File: config.mk
export PLATFORM = sky130hd
export DESIGN_NAME = node_acceleration_gather_core
export DESIGN_NICKNAME = d
export VERILOG_FILES = /design/src/rtl/core/ngat_pkg.sv /design/src/rtl/core/node_acceleration_gather_core.sv /design/src/rtl/core/ngat_qmul.sv /design/src/rtl/core/ngat_qdiv.sv
export SDC_FILE = /design/constraint.sdc
export NUM_CORES = 2
export LEC_CHECK = 0
export BUFFER_PORTS_ARGS = -buffer_cell sky130_fd_sc_hd__buf_2
export CORE_MARGIN = 4
export CORE_UTILIZATION = 30
export DETAILED_ROUTE_END_ITERATION = 7
export REMOVE_ABC_BUFFERS = 1
export SYNTH_ARGS = -nofsm -noshare
export SYNTH_HDL_FRONTEND = slang
export SYNTH_SLANG_ARGS = --single-unit
export TNS_END_PERCENT = 100
File: constraint.sdc
create_clock -name clock -period 19.95 [get_ports clock]
set_input_delay 5.985 -clock clock [delete_from_list [all_inputs] [get_ports clock]]
set_output_delay 5.985 -clock clock [all_outputs]
set_load 0.02 [all_outputs]
File: src/rtl/core/ngat_pkg.sv
// ----------------------------------------------------------------------------
// ngat_pkg
// Shared constants and types of the node acceleration gather core.
// ----------------------------------------------------------------------------
package ngat_pkg;

   // default data format, signed q16.32 in a 48-bit word
   localparam int unsigned DATA_WIDTH_DEF = 48;
   localparam int unsigned FRAC_BITS_DEF  = 32;

   // configuration port
   localparam int unsigned CSR_DATA_WIDTH = 64;
   localparam int unsigned CSR_ADDR_WIDTH = 4;

   // register select, taken from the byte address bit 3
   localparam logic CSR_IDX_DENSITY_CUT = 1'b0;
   localparam logic CSR_IDX_ZERO_CUT    = 1'b1;

   // register reset values
   localparam logic [63:0] DENSITY_CUT_RESET = 64'd4295;
   localparam logic [63:0] ZERO_CUT_RESET    = 64'd1;

   // status of a shared iterative unit
   typedef struct packed {
      logic busy;
      logic done;
   } ngat_unit_sts_type;

endpackage

File: src/rtl/core/node_acceleration_gather_core.sv
// ----------------------------------------------------------------------------
// node_acceleration_gather_core
// Gathers corner mass, area and force of a mesh node and returns its
// acceleration and mass on the node's last corner word.
// ----------------------------------------------------------------------------
// A corner word whose corner mass or preceding corner mass passes the zero
// cut takes that mass as its weight; otherwise the weight falls back to
// density times area (one pass of the shift-add multiplier, DATA_WIDTH-1
// steps between its start and its done strobe).
// A last-corner word adds one more multiplier pass for the density cut test
// and, when the mass passes, two passes of the restoring divider of
// DATA_WIDTH+FRAC_BITS steps each; a floored last word takes no divider pass.
// req_tready is high only while no word is in work; a finished result waits
// in the output register and the next word is taken meanwhile, so a stalled
// result only holds the core once the next node result is ready.
module node_acceleration_gather_core
   import ngat_pkg::*;
#(
   parameter int unsigned DATA_WIDTH = DATA_WIDTH_DEF,
   parameter int unsigned FRAC_BITS  = FRAC_BITS_DEF,
   localparam int unsigned REQ_TDATA_W = ((6 * DATA_WIDTH - 4 + 7) / 8) * 8,
   localparam int unsigned RSP_TDATA_W = ((3 * DATA_WIDTH - 1 + 7) / 8) * 8
) (
   input  logic                       clock,
   input  logic                       reset,
   // request stream
   input  logic                       req_tvalid,
   output logic                       req_tready,
   // corner_mass, prev_corner_mass, corner_area, element_density, force_x, force_y
   input  logic [REQ_TDATA_W-1:0]     req_tdata,
   // has_contribution
   input  logic                       req_tuser,
   // last_corner
   input  logic                       req_tlast,
   // response stream
   output logic                       rsp_tvalid,
   input  logic                       rsp_tready,
   // accel_x, accel_y, node_mass
   output logic [RSP_TDATA_W-1:0]     rsp_tdata,
   // mass_floored
   output logic                       rsp_tuser,
   // configuration port
   input  logic                       csr_psel,
   input  logic                       csr_penable,
   input  logic                       csr_pwrite,
   input  logic [CSR_ADDR_WIDTH-1:0]  csr_paddr,
   input  logic [CSR_DATA_WIDTH-1:0]  csr_pwdata,
   output logic [CSR_DATA_WIDTH-1:0]  csr_prdata,
   output logic                       csr_pready
);

   localparam int unsigned W  = DATA_WIDTH;
   localparam int unsigned UW = DATA_WIDTH - 1;

   typedef enum logic [8:0] {
      ST_IDLE   = 9'b000000001,
      ST_WEIGHT = 9'b000000010,
      ST_WMUL   = 9'b000000100,
      ST_ACCUM  = 9'b000001000,
      ST_TSTART = 9'b000010000,
      ST_TMUL   = 9'b000100000,
      ST_DIVX   = 9'b001000000,
      ST_DIVY   = 9'b010000000,
      ST_DONE   = 9'b100000000
   } state_type;

   state_type                 state_ff, state_in;

   logic [UW-1:0]             dcut_ff, zcut_ff;
   logic                      csr_wr;

   logic [UW-1:0]             cm_ff, pm_ff, ca_ff, ed_ff;
   logic signed [W-1:0]       fx_ff, fy_ff;
   logic                      has_ff, last_ff;
   logic [UW-1:0]             w_ff, w_in;

   logic [UW-1:0]             mass_sum_ff, mass_sum_in;
   logic [UW-1:0]             area_sum_ff, area_sum_in;
   logic signed [W-1:0]       fx_sum_ff, fx_sum_in;
   logic signed [W-1:0]       fy_sum_ff, fy_sum_in;

   logic signed [W-1:0]       ax_ff, ax_in;
   logic signed [W-1:0]       ay_ff, ay_in;
   logic [UW-1:0]             mass_ff, mass_in;
   logic                      floored_ff, floored_in;

   logic                      rsp_valid_ff, rsp_valid_in;
   logic [RSP_TDATA_W-1:0]    rsp_data_ff, rsp_data_in;
   logic                      rsp_flag_ff, rsp_flag_in;

   logic                      mul_start;
   logic [UW-1:0]             mul_a, mul_b, mul_res;
   ngat_unit_sts_type         mul_sts;
   logic                      div_start;
   logic signed [W-1:0]       div_num, div_quot;
   ngat_unit_sts_type         div_sts;

   logic [UW:0]               mass_add, area_add;
   logic signed [W-1:0]       fx_add, fy_add;
   logic                      fx_ovf, fy_ovf;
   logic                      req_acc, rsp_free;

   // configuration registers
   assign csr_wr     = csr_psel && csr_penable && csr_pwrite && csr_pready;
   assign csr_pready = 1'b1;

   always_ff @(posedge clock) begin
      if (reset) begin
         dcut_ff <= DENSITY_CUT_RESET[UW-1:0];
         zcut_ff <= ZERO_CUT_RESET[UW-1:0];
      end else if (csr_wr) begin
         case (csr_paddr[3])
            CSR_IDX_DENSITY_CUT: dcut_ff <= csr_pwdata[UW-1:0];
            CSR_IDX_ZERO_CUT:    zcut_ff <= csr_pwdata[UW-1:0];
            default:             dcut_ff <= dcut_ff;
         endcase
      end
   end

   always_comb begin
      case (csr_paddr[3])
         CSR_IDX_DENSITY_CUT: csr_prdata = {{(CSR_DATA_WIDTH-UW){1'b0}}, dcut_ff};
         CSR_IDX_ZERO_CUT:    csr_prdata = {{(CSR_DATA_WIDTH-UW){1'b0}}, zcut_ff};
         default:             csr_prdata = '0;
      endcase
   end

   // shared arithmetic units
   assign mul_start = ((state_ff == ST_WEIGHT) && has_ff && !(cm_ff > zcut_ff)
                       && !(pm_ff > zcut_ff)) || (state_ff == ST_TSTART);
   assign mul_a     = (state_ff == ST_TSTART) ? dcut_ff : ed_ff;
   assign mul_b     = (state_ff == ST_TSTART) ? area_sum_ff : ca_ff;

   ngat_qmul #(
      .DATA_WIDTH (DATA_WIDTH),
      .FRAC_BITS  (FRAC_BITS)
   ) u_qmul (
      .clock  (clock),
      .reset  (reset),
      .start  (mul_start),
      .op_a   (mul_a),
      .op_b   (mul_b),
      .sts    (mul_sts),
      .result (mul_res)
   );

   assign div_start = ((state_ff == ST_TMUL) && mul_sts.done && (mass_sum_ff > mul_res))
                      || ((state_ff == ST_DIVX) && div_sts.done);
   assign div_num   = (state_ff == ST_TMUL) ? fx_sum_ff : fy_sum_ff;

   ngat_qdiv #(
      .DATA_WIDTH (DATA_WIDTH),
      .FRAC_BITS  (FRAC_BITS)
   ) u_qdiv (
      .clock  (clock),
      .reset  (reset),
      .start  (div_start),
      .numer  (div_num),
      .denom  (mass_sum_ff),
      .sts    (div_sts),
      .quot   (div_quot)
   );

   // saturating accumulators
   assign mass_add = {1'b0, mass_sum_ff} + {1'b0, w_ff};
   assign area_add = {1'b0, area_sum_ff} + {1'b0, ca_ff};
   assign fx_add   = fx_sum_ff + fx_ff;
   assign fy_add   = fy_sum_ff + fy_ff;
   assign fx_ovf   = (fx_sum_ff[W-1] == fx_ff[W-1]) && (fx_add[W-1] != fx_ff[W-1]);
   assign fy_ovf   = (fy_sum_ff[W-1] == fy_ff[W-1]) && (fy_add[W-1] != fy_ff[W-1]);

   assign req_tready = (state_ff == ST_IDLE);
   assign req_acc    = req_tvalid && req_tready;
   assign rsp_free   = !rsp_valid_ff || rsp_tready;

   // sequencer
   always_comb begin
      state_in     = state_ff;
      w_in         = w_ff;
      mass_sum_in  = mass_sum_ff;
      area_sum_in  = area_sum_ff;
      fx_sum_in    = fx_sum_ff;
      fy_sum_in    = fy_sum_ff;
      ax_in        = ax_ff;
      ay_in        = ay_ff;
      mass_in      = mass_ff;
      floored_in   = floored_ff;
      rsp_valid_in = rsp_valid_ff && !rsp_tready;
      rsp_data_in  = rsp_data_ff;
      rsp_flag_in  = rsp_flag_ff;
      case (state_ff)
         ST_IDLE: begin
            if (req_acc) begin
               state_in = ST_WEIGHT;
            end
         end
         ST_WEIGHT: begin
            if (!has_ff) begin
               state_in = last_ff ? ST_TSTART : ST_IDLE;
            end else if (cm_ff > zcut_ff) begin
               w_in     = cm_ff;
               state_in = ST_ACCUM;
            end else if (pm_ff > zcut_ff) begin
               w_in     = pm_ff;
               state_in = ST_ACCUM;
            end else begin
               state_in = ST_WMUL;
            end
         end
         ST_WMUL: begin
            if (mul_sts.done) begin
               w_in     = mul_res;
               state_in = ST_ACCUM;
            end
         end
         ST_ACCUM: begin
            mass_sum_in = mass_add[UW] ? {UW{1'b1}} : mass_add[UW-1:0];
            area_sum_in = area_add[UW] ? {UW{1'b1}} : area_add[UW-1:0];
            fx_sum_in   = fx_ovf ? {fx_ff[W-1], {(W-1){!fx_ff[W-1]}}} : fx_add;
            fy_sum_in   = fy_ovf ? {fy_ff[W-1], {(W-1){!fy_ff[W-1]}}} : fy_add;
            state_in    = last_ff ? ST_TSTART : ST_IDLE;
         end
         ST_TSTART: begin
            state_in = ST_TMUL;
         end
         ST_TMUL: begin
            if (mul_sts.done) begin
               if (mass_sum_ff > mul_res) begin
                  floored_in = 1'b0;
                  mass_in    = mass_sum_ff;
                  state_in   = ST_DIVX;
               end else begin
                  floored_in = 1'b1;
                  mass_in    = (zcut_ff > mul_res) ? zcut_ff : mul_res;
                  ax_in      = '0;
                  ay_in      = '0;
                  state_in   = ST_DONE;
               end
            end
         end
         ST_DIVX: begin
            if (div_sts.done) begin
               ax_in    = div_quot;
               state_in = ST_DIVY;
            end
         end
         ST_DIVY: begin
            if (div_sts.done) begin
               ay_in    = div_quot;
               state_in = ST_DONE;
            end
         end
         ST_DONE: begin
            // hand the result to the output register and clear the node sums
            if (rsp_free) begin
               rsp_valid_in = 1'b1;
               rsp_data_in  = RSP_TDATA_W'({mass_ff, ay_ff, ax_ff});
               rsp_flag_in  = floored_ff;
               mass_sum_in  = '0;
               area_sum_in  = '0;
               fx_sum_in    = '0;
               fy_sum_in    = '0;
               state_in     = ST_IDLE;
            end
         end
         default: begin
            state_in = ST_IDLE;
         end
      endcase
   end

   always_ff @(posedge clock) begin
      if (req_acc) begin
         cm_ff   <= req_tdata[UW-1:0];
         pm_ff   <= req_tdata[2*UW-1:UW];
         ca_ff   <= req_tdata[3*UW-1:2*UW];
         ed_ff   <= req_tdata[4*UW-1:3*UW];
         fx_ff   <= req_tdata[4*UW+W-1:4*UW];
         fy_ff   <= req_tdata[4*UW+2*W-1:4*UW+W];
         has_ff  <= req_tuser;
         last_ff <= req_tlast;
      end
      w_ff        <= w_in;
      ax_ff       <= ax_in;
      ay_ff       <= ay_in;
      mass_ff     <= mass_in;
      floored_ff  <= floored_in;
      rsp_data_ff <= rsp_data_in;
      rsp_flag_ff <= rsp_flag_in;
      if (reset) begin
         state_ff     <= ST_IDLE;
         mass_sum_ff  <= '0;
         area_sum_ff  <= '0;
         fx_sum_ff    <= '0;
         fy_sum_ff    <= '0;
         rsp_valid_ff <= 1'b0;
      end else begin
         state_ff     <= state_in;
         mass_sum_ff  <= mass_sum_in;
         area_sum_ff  <= area_sum_in;
         fx_sum_ff    <= fx_sum_in;
         fy_sum_ff    <= fy_sum_in;
         rsp_valid_ff <= rsp_valid_in;
      end
   end

   assign rsp_tvalid = rsp_valid_ff;
   assign rsp_tdata  = rsp_data_ff;
   assign rsp_tuser  = rsp_flag_ff;

   // multiplier finishes only while the sequencer waits on it
   a_mul_done_expected: assert property (@(posedge clock) disable iff (reset)
      mul_sts.done |-> (state_ff == ST_WMUL || state_ff == ST_TMUL))
      else $error("multiplier done outside a multiply wait");

   // divider finishes only while the sequencer waits on it
   a_div_done_expected: assert property (@(posedge clock) disable iff (reset)
      div_sts.done |-> (state_ff == ST_DIVX || state_ff == ST_DIVY))
      else $error("divider done outside a divide wait");

   // a floored result carries zero acceleration
   a_floored_zero: assert property (@(posedge clock) disable iff (reset)
      (rsp_tvalid && rsp_tuser) |-> (rsp_tdata[2*W-1:0] == '0))
      else $error("floored result with nonzero acceleration");

   // sums are clear after a result has been issued
   a_sums_cleared: assert property (@(posedge clock) disable iff (reset)
      (state_ff == ST_DONE && rsp_free) |=> (mass_sum_ff == '0 && area_sum_ff == '0))
      else $error("node sums not cleared after result");

endmodule

File: src/rtl/core/ngat_qmul.sv
// ----------------------------------------------------------------------------
// ngat_qmul
// Iterative shift-add fixed-point multiplier, one multiplier bit per cycle.
// Result is the product with the fraction bits dropped, saturated.
// ----------------------------------------------------------------------------
module ngat_qmul
   import ngat_pkg::*;
#(
   parameter int unsigned DATA_WIDTH = DATA_WIDTH_DEF,
   parameter int unsigned FRAC_BITS  = FRAC_BITS_DEF
) (
   input  logic                    clock,
   input  logic                    reset,
   input  logic                    start,
   input  logic [DATA_WIDTH-2:0]   op_a,
   input  logic [DATA_WIDTH-2:0]   op_b,
   output ngat_unit_sts_type       sts,
   output logic [DATA_WIDTH-2:0]   result
);

   localparam int unsigned UW = DATA_WIDTH - 1;
   localparam int unsigned PW = 2 * UW;
   localparam int unsigned CW = $clog2(DATA_WIDTH);
   localparam logic [CW-1:0] LAST_STEP = CW'(UW - 1);

   logic [PW-1:0]          acc_ff, acc_in;
   logic [UW-1:0]          a_ff, a_in;
   logic [CW-1:0]          cnt_ff, cnt_in;
   logic                   busy_ff, busy_in;
   logic                   done_ff, done_in;
   logic [UW:0]            part_sum;
   logic [PW+UW:0]         prod_ext;
   logic [PW+UW:0]         prod_shr;
   logic                   sat;

   // one add of the multiplicand into the upper half, then shift right
   assign part_sum = {1'b0, acc_ff[PW-1:UW]} + (acc_ff[0] ? {1'b0, a_ff} : '0);

   always_comb begin
      acc_in  = acc_ff;
      a_in    = a_ff;
      cnt_in  = cnt_ff;
      busy_in = busy_ff;
      done_in = 1'b0;
      if (start) begin
         acc_in  = {{UW{1'b0}}, op_b};
         a_in    = op_a;
         cnt_in  = '0;
         busy_in = 1'b1;
      end else if (busy_ff) begin
         acc_in = {part_sum, acc_ff[UW-1:1]};
         cnt_in = cnt_ff + 1'b1;
         if (cnt_ff == LAST_STEP) begin
            busy_in = 1'b0;
            done_in = 1'b1;
         end
      end
   end

   always_ff @(posedge clock) begin
      acc_ff <= acc_in;
      a_ff   <= a_in;
      cnt_ff <= cnt_in;
      if (reset) begin
         busy_ff <= 1'b0;
         done_ff <= 1'b0;
      end else begin
         busy_ff <= busy_in;
         done_ff <= done_in;
      end
   end

   // drop the fraction bits and saturate at the largest magnitude
   assign prod_ext = {{(UW+1){1'b0}}, acc_ff};
   assign prod_shr = prod_ext >> FRAC_BITS;
   assign sat      = |prod_shr[PW+UW:UW];
   assign result   = sat ? {UW{1'b1}} : prod_shr[UW-1:0];

   assign sts.busy = busy_ff;
   assign sts.done = done_ff;

endmodule

File: src/rtl/core/ngat_qdiv.sv
// ----------------------------------------------------------------------------
// ngat_qdiv
// Restoring fixed-point divider, one quotient bit per cycle.
// Signed numerator over positive denominator, truncated toward zero, saturated.
// ----------------------------------------------------------------------------
module ngat_qdiv
   import ngat_pkg::*;
#(
   parameter int unsigned DATA_WIDTH = DATA_WIDTH_DEF,
   parameter int unsigned FRAC_BITS  = FRAC_BITS_DEF
) (
   input  logic                           clock,
   input  logic                           reset,
   input  logic                           start,
   input  logic signed [DATA_WIDTH-1:0]   numer,
   input  logic [DATA_WIDTH-2:0]          denom,
   output ngat_unit_sts_type              sts,
   output logic signed [DATA_WIDTH-1:0]   quot
);

   localparam int unsigned W  = DATA_WIDTH;
   localparam int unsigned NW = DATA_WIDTH + FRAC_BITS;
   localparam int unsigned CW = $clog2(NW);
   localparam logic [CW-1:0] LAST_STEP = CW'(NW - 1);
   localparam logic [NW-1:0] POS_LIM = {{(FRAC_BITS+1){1'b0}}, {(W-1){1'b1}}};
   localparam logic [NW-1:0] NEG_LIM = POS_LIM + 1'b1;

   logic [NW-1:0]    dvd_ff, dvd_in;
   logic [NW-1:0]    quo_ff, quo_in;
   logic [W-2:0]     rem_ff, rem_in;
   logic [W-2:0]     den_ff, den_in;
   logic             neg_ff, neg_in;
   logic [CW-1:0]    cnt_ff, cnt_in;
   logic             busy_ff, busy_in;
   logic             done_ff, done_in;
   logic [W-1:0]     mag;
   logic [W-1:0]     trial;
   logic [W-1:0]     diff;
   logic             ge;
   logic             sat;

   assign mag   = numer[W-1] ? (~numer + 1'b1) : numer;
   assign trial = {rem_ff, dvd_ff[NW-1]};
   assign diff  = trial - {1'b0, den_ff};
   assign ge    = trial >= {1'b0, den_ff};

   always_comb begin
      dvd_in  = dvd_ff;
      quo_in  = quo_ff;
      rem_in  = rem_ff;
      den_in  = den_ff;
      neg_in  = neg_ff;
      cnt_in  = cnt_ff;
      busy_in = busy_ff;
      done_in = 1'b0;
      if (start) begin
         dvd_in  = {mag, {FRAC_BITS{1'b0}}};
         quo_in  = '0;
         rem_in  = '0;
         den_in  = denom;
         neg_in  = numer[W-1];
         cnt_in  = '0;
         busy_in = 1'b1;
      end else if (busy_ff) begin
         // bring down one dividend bit, subtract if it fits
         dvd_in = {dvd_ff[NW-2:0], 1'b0};
         rem_in = ge ? diff[W-2:0] : trial[W-2:0];
         quo_in = {quo_ff[NW-2:0], ge};
         cnt_in = cnt_ff + 1'b1;
         if (cnt_ff == LAST_STEP) begin
            busy_in = 1'b0;
            done_in = 1'b1;
         end
      end
   end

   always_ff @(posedge clock) begin
      dvd_ff <= dvd_in;
      quo_ff <= quo_in;
      rem_ff <= rem_in;
      den_ff <= den_in;
      neg_ff <= neg_in;
      cnt_ff <= cnt_in;
      if (reset) begin
         busy_ff <= 1'b0;
         done_ff <= 1'b0;
      end else begin
         busy_ff <= busy_in;
         done_ff <= done_in;
      end
   end

   // saturate to the signed range, then apply the sign
   assign sat = neg_ff ? (quo_ff > NEG_LIM) : (quo_ff > POS_LIM);

   always_comb begin
      if (neg_ff) begin
         quot = sat ? {1'b1, {(W-1){1'b0}}} : (~quo_ff[W-1:0] + 1'b1);
      end else begin
         quot = sat ? {1'b0, {(W-1){1'b1}}} : quo_ff[W-1:0];
      end
   end

   assign sts.busy = busy_ff;
   assign sts.done = done_ff;

endmodule
==> impl_metrics.py <==
metrics = {
    "logic_synthesis": {
        "post_synth_fa_ha_maj_area_fraction_pct": 8.67,
        "synth_cells": 7001,
        "synth_area_leaders": "edfxtp_1 35%, dfxtp_1 14%, ha_1 8.4%, nand2_1 4.5%, mux2i_1 4.1%",
        "synth-edff-count": 811,
        "syn_area_um2": 70100,
        "netlist.top_cell.by_area": "edfxtp_1",
        "synth-xor-area-share_pct": 3.62,
        "synth_cell_type_count": 102,
        "synth_compound_area_share_pct": 16.3,
        "synthMuxAreaShare_pct": 5.65,
        "synthSimpleGateAreaFrac_pct": 14.1,
        "synth_top_area_share_pct": 34.7,
        "syn_avg_cell_area_um2": 10.0,
        "yosys_register_bits": 1296,
        "synth_top_family_by_area": "compound AO/OA/AOI/OAI gates",
        "ys_async_sr_fraction_pct": 0,
        "synthFlopType": "edfxtp_1",
        "synth_seq_area_share_pct": 48.6,
        "yosysWarnings": 0,
    },
    "place": {
        "port_buffers": 533,
        "placed_area_um2": 75900,
        "finalWeightedCongestion": 0.948,
        "hpwl_um": 172000,
        "placed_cells": 10300,
    },
    "sta": {
        "tightest_slew_ns": 1.17,
        "layout_min_cycle_time_ns": 13.45,
        "slew_headroom_pct": 21.7,
        "whs_ns": 0.416,
        "max_freq_mhz": 74.4,
        "clock_skew_ns": 0.0559,
        "finalHoldViolCount": 0,
        "maxSlewViolCount": 0,
        "setup_viol": 0,
        "setup_tns_ns": 0,
        "fin_crit_sh_pct": 67.4,
        "grt_setup_unrepaired": "false",
    },
    "worst_setup_path": {
        "slowest_stage": "buf_4",
        "crit_path_frequent_cell": "buf_2",
        "worstRegToRegCells": 19,
        "worstPathMaxFanout": 50,
        "startpoint_type": "input port",
        "cp.required_ns": 13.96,
        "crit_path_cell_trace": "buf_2 -> buf_4 -> mux2_2 -> buf_2",
        "worstPathArrival_ns": 7.46,
        "critPathMaxStageDelay_ns": 0.72,
        "end_kind": "primary output",
        "path_class": "input port to primary output",
    },
    "route": {
        "wl_per_cell_um": 21.8,
        "initialDrtViolationCount": 4436,
        "vias": 55000,
        "drc": 0,
        "drt-total-wl_um": 231000,
        "ant_nets": 0,
        "drt_first_pass_iters": 7,
        "via_per_inst": 5.19,
    },
    "power_and_ir_drop": {
        "internal_power_uw": 5060,
        "netSwitchingFraction_pct": 27.7,
        "seq_power_share_pct": 45.5,
        "p_per_area_nw_per_um2": 86.5,
        "power_uw": 7000,
        "p_sw_uw": 1940,
        "pwr-share-comb_pct": 14.0,
        "p_leak_uw": 0.0328,
        "clock_power_share_pct": 40.5,
        "ir_drop_mv": 0.0652,
    },
    "grt": {
        "antenna_found_initial": 45,
        "top_usage_layer": "met2",
        "track_usage_pct": 18.4,
        "overflow": 0,
        "grt_pass1_wl_um": 340000,
        "met1_usage_pct": 24.1,
        "grt_max_degree": 160,
        "first_global_vias": 52500,
        "met3_usage_pct": 2.41,
        "met2_usage_pct": 28.7,
    },
    "clock_network": {
        "cts_made_buffers": 150,
        "clock_latency_ns": 0.82,
        "cts_root_buf": "clkbuf_16",
        "clk_pin_slew_ns": 0.06,
        "htree_levels": 4,
        "ctsHoldBuffers": 0,
        "postCtsSetupBuffers": 0,
        "cts_buffer_depth": 3,
        "cts.sinks": 1296,
        "ctsResizeCount": 0,
        "tritoncts": "built",
    },
    "die": {
        "fp-row-count": 177,
        "fp.dieW_um": 491,
        "die_h_um": 491,
        "fp.coreArea_um2": 233000,
        "dieArea_um2": 241000,
        "io_pins": 577,
        "initial_utilization_pct": 30.1,
    },
    "finish": {
        "fillers": 23200,
        "fin_area_um2": 81000,
        "drive_gt1_share_pct": 13.4,
        "stdcell_count": 10600,
        "syn_to_final_growth_pct": 15.5,
        "final_nets": 8258,
    },
    "hold_path": {
        "hold_depth": 0,
        "hp-class": "flip-flop to flip-flop",
    },
    "run_status": {
        "status": "completed",
    },
    "flow_run": {
        "cap_violations": 0,
    },
}
-- critical path, delay by kind of cell --
kind | cells | cell delay (ns)
buffers and inverters | 3 | 0.95
muxes | 1 | 0.43
-- cell usage in the layout (no fill, tap or decap), types with 81 or more instances in the layout --
cell type and instances:
dfxtp_1 483, nor2_1 621, nor3_1 114, o21ai_0 457, mux2i_1 286, and2_1 127
inv_1 185, a211oi_1 81, clkbuf_16 157, xnor2_1 175, buf_2 532, ha_1 473
nand2_1 844, nand4_1 83, a21o_1 254, edfxtp_1 811, xor2_1 115, mux2_2 96
a21oi_1 553, a31oi_1 93
-- cell usage after synthesis (9+ instances only) --
cell type / instances
a31oi_1: 93
dfxtp_1: 485
nand4_1: 83
ha_1: 473
buf_4: 22
nor3_1: 115
o21ai_1: 32
nand2_1: 849
a21o_1: 254
a221o_1: 9
edfxtp_1: 811
a221oi_1: 18
and2_1: 128
nor2b_1: 55
nor4_1: 32
o21a_1: 45
nand3_1: 67
a211o_1: 15
a21boi_0: 12
buf_2: 42
a211oi_1: 82
o311ai_0: 9
o21ai_0: 457
mux2_2: 96
a311oi_1: 43
nand3b_1: 14
xor2_1: 115
o211ai_1: 23
nor2_1: 625
clkbuf_1: 256
and3_1: 50
or2_2: 15
o21bai_1: 41
a21oi_1: 553
or4_1: 9
o31ai_1: 28
buf_1: 29
inv_1: 188
nand2b_1: 41
mux2i_1: 288
or3_1: 41
xnor2_1: 175
o211a_1: 17
-- through the flow --
stage | utilization (%) | setup slack [ns]
global placement | 32.6 | 6.53
detailed placement | 32.6 | 6.50
finish | 34.8 | 6.50
CTS | 34.8 | 6.50
floorplan | - | 3.70
global route | 34.8 | 6.48
-- metal layers --
layer,part of all wire (%),vias up
li1,-,26400
met1,44,26300
met2,44,1771
met3,5.0,439
met4,6.9,10
met5,0.028,-
-- sequential cells by signal, summed over array words and instances (netlist names), 9 cells and up --
register	flops
rsp_tdata	143
u_qmul.acc_ff	94
u_qdiv.quo_ff	80
ax_ff	48
ay_ff	48
fx_ff	48
fx_sum_ff	48
fy_ff	48
fy_sum_ff	48
u_qdiv.dvd_ff	48
area_sum_ff	47
ca_ff	47
cm_ff	47
dcut_ff	47
ed_ff	47
mass_ff	47
mass_sum_ff	47
pm_ff	47
u_qdiv.den_ff	47
u_qdiv.rem_ff	47
u_qmul.a_ff	47
w_ff	47
zcut_ff	47
state_ff	9
-- final cells by class --
cell class	instances	area, um2	share of cell area, %
repair buffers	595	3160	3.91
clock buffers	190	4170	5.15
multi-input cells	5181	34100	42.1
clock inverters	82	885	1.09
flip-flops and latches	1296	34100	42.1
well taps	3043	3810	4.70
inverters	190	724	0.895
diodes	25	62.6	0.0773
-- final timing paths --
path | to | start | slack, ns
worst max-delay path | csr_prdata[41] | csr_paddr[3] | 6.50
worst min-delay path | rsp_tdata[57]$_DFFE_PP_ | ay_ff[9]$_SDFFCE_PP0P_ | 0.42
worst max register to register | u_qdiv.dvd_ff[79]$_DFFE_PP_ | u_qmul.acc_ff[81]$_SDFFE_PN0P_ | 13.00
worst min register to register | rsp_tdata[57]$_DFFE_PP_ | ay_ff[9]$_SDFFCE_PP0P_ | 0.42
-- cells by family after synthesis --
family	count (synthesis)
other	2
xor gates and xnor gates	290
DFF	1296
buffers and inverters	541
AOI/OAI and AO/OA	1832
and+or+nand+nor	2173
muxes	384
adders and majority gates	483
-- power by group through the flow --
| stage | registers, uW | logic, uW | clock network (uW) |
|---|---|---|---|
| global placement | 3240 | 950 | 0 |
| global route | 3200 | 1090 | 3020 |
| CTS | 3190 | 975 | 2910 |
| floorplan | 3200 | 689 | 0 |
| finish | 3190 | 979 | 2830 |
| detailed placement | 3240 | 969 | 0 |
(Power assumes the default switching activity.)
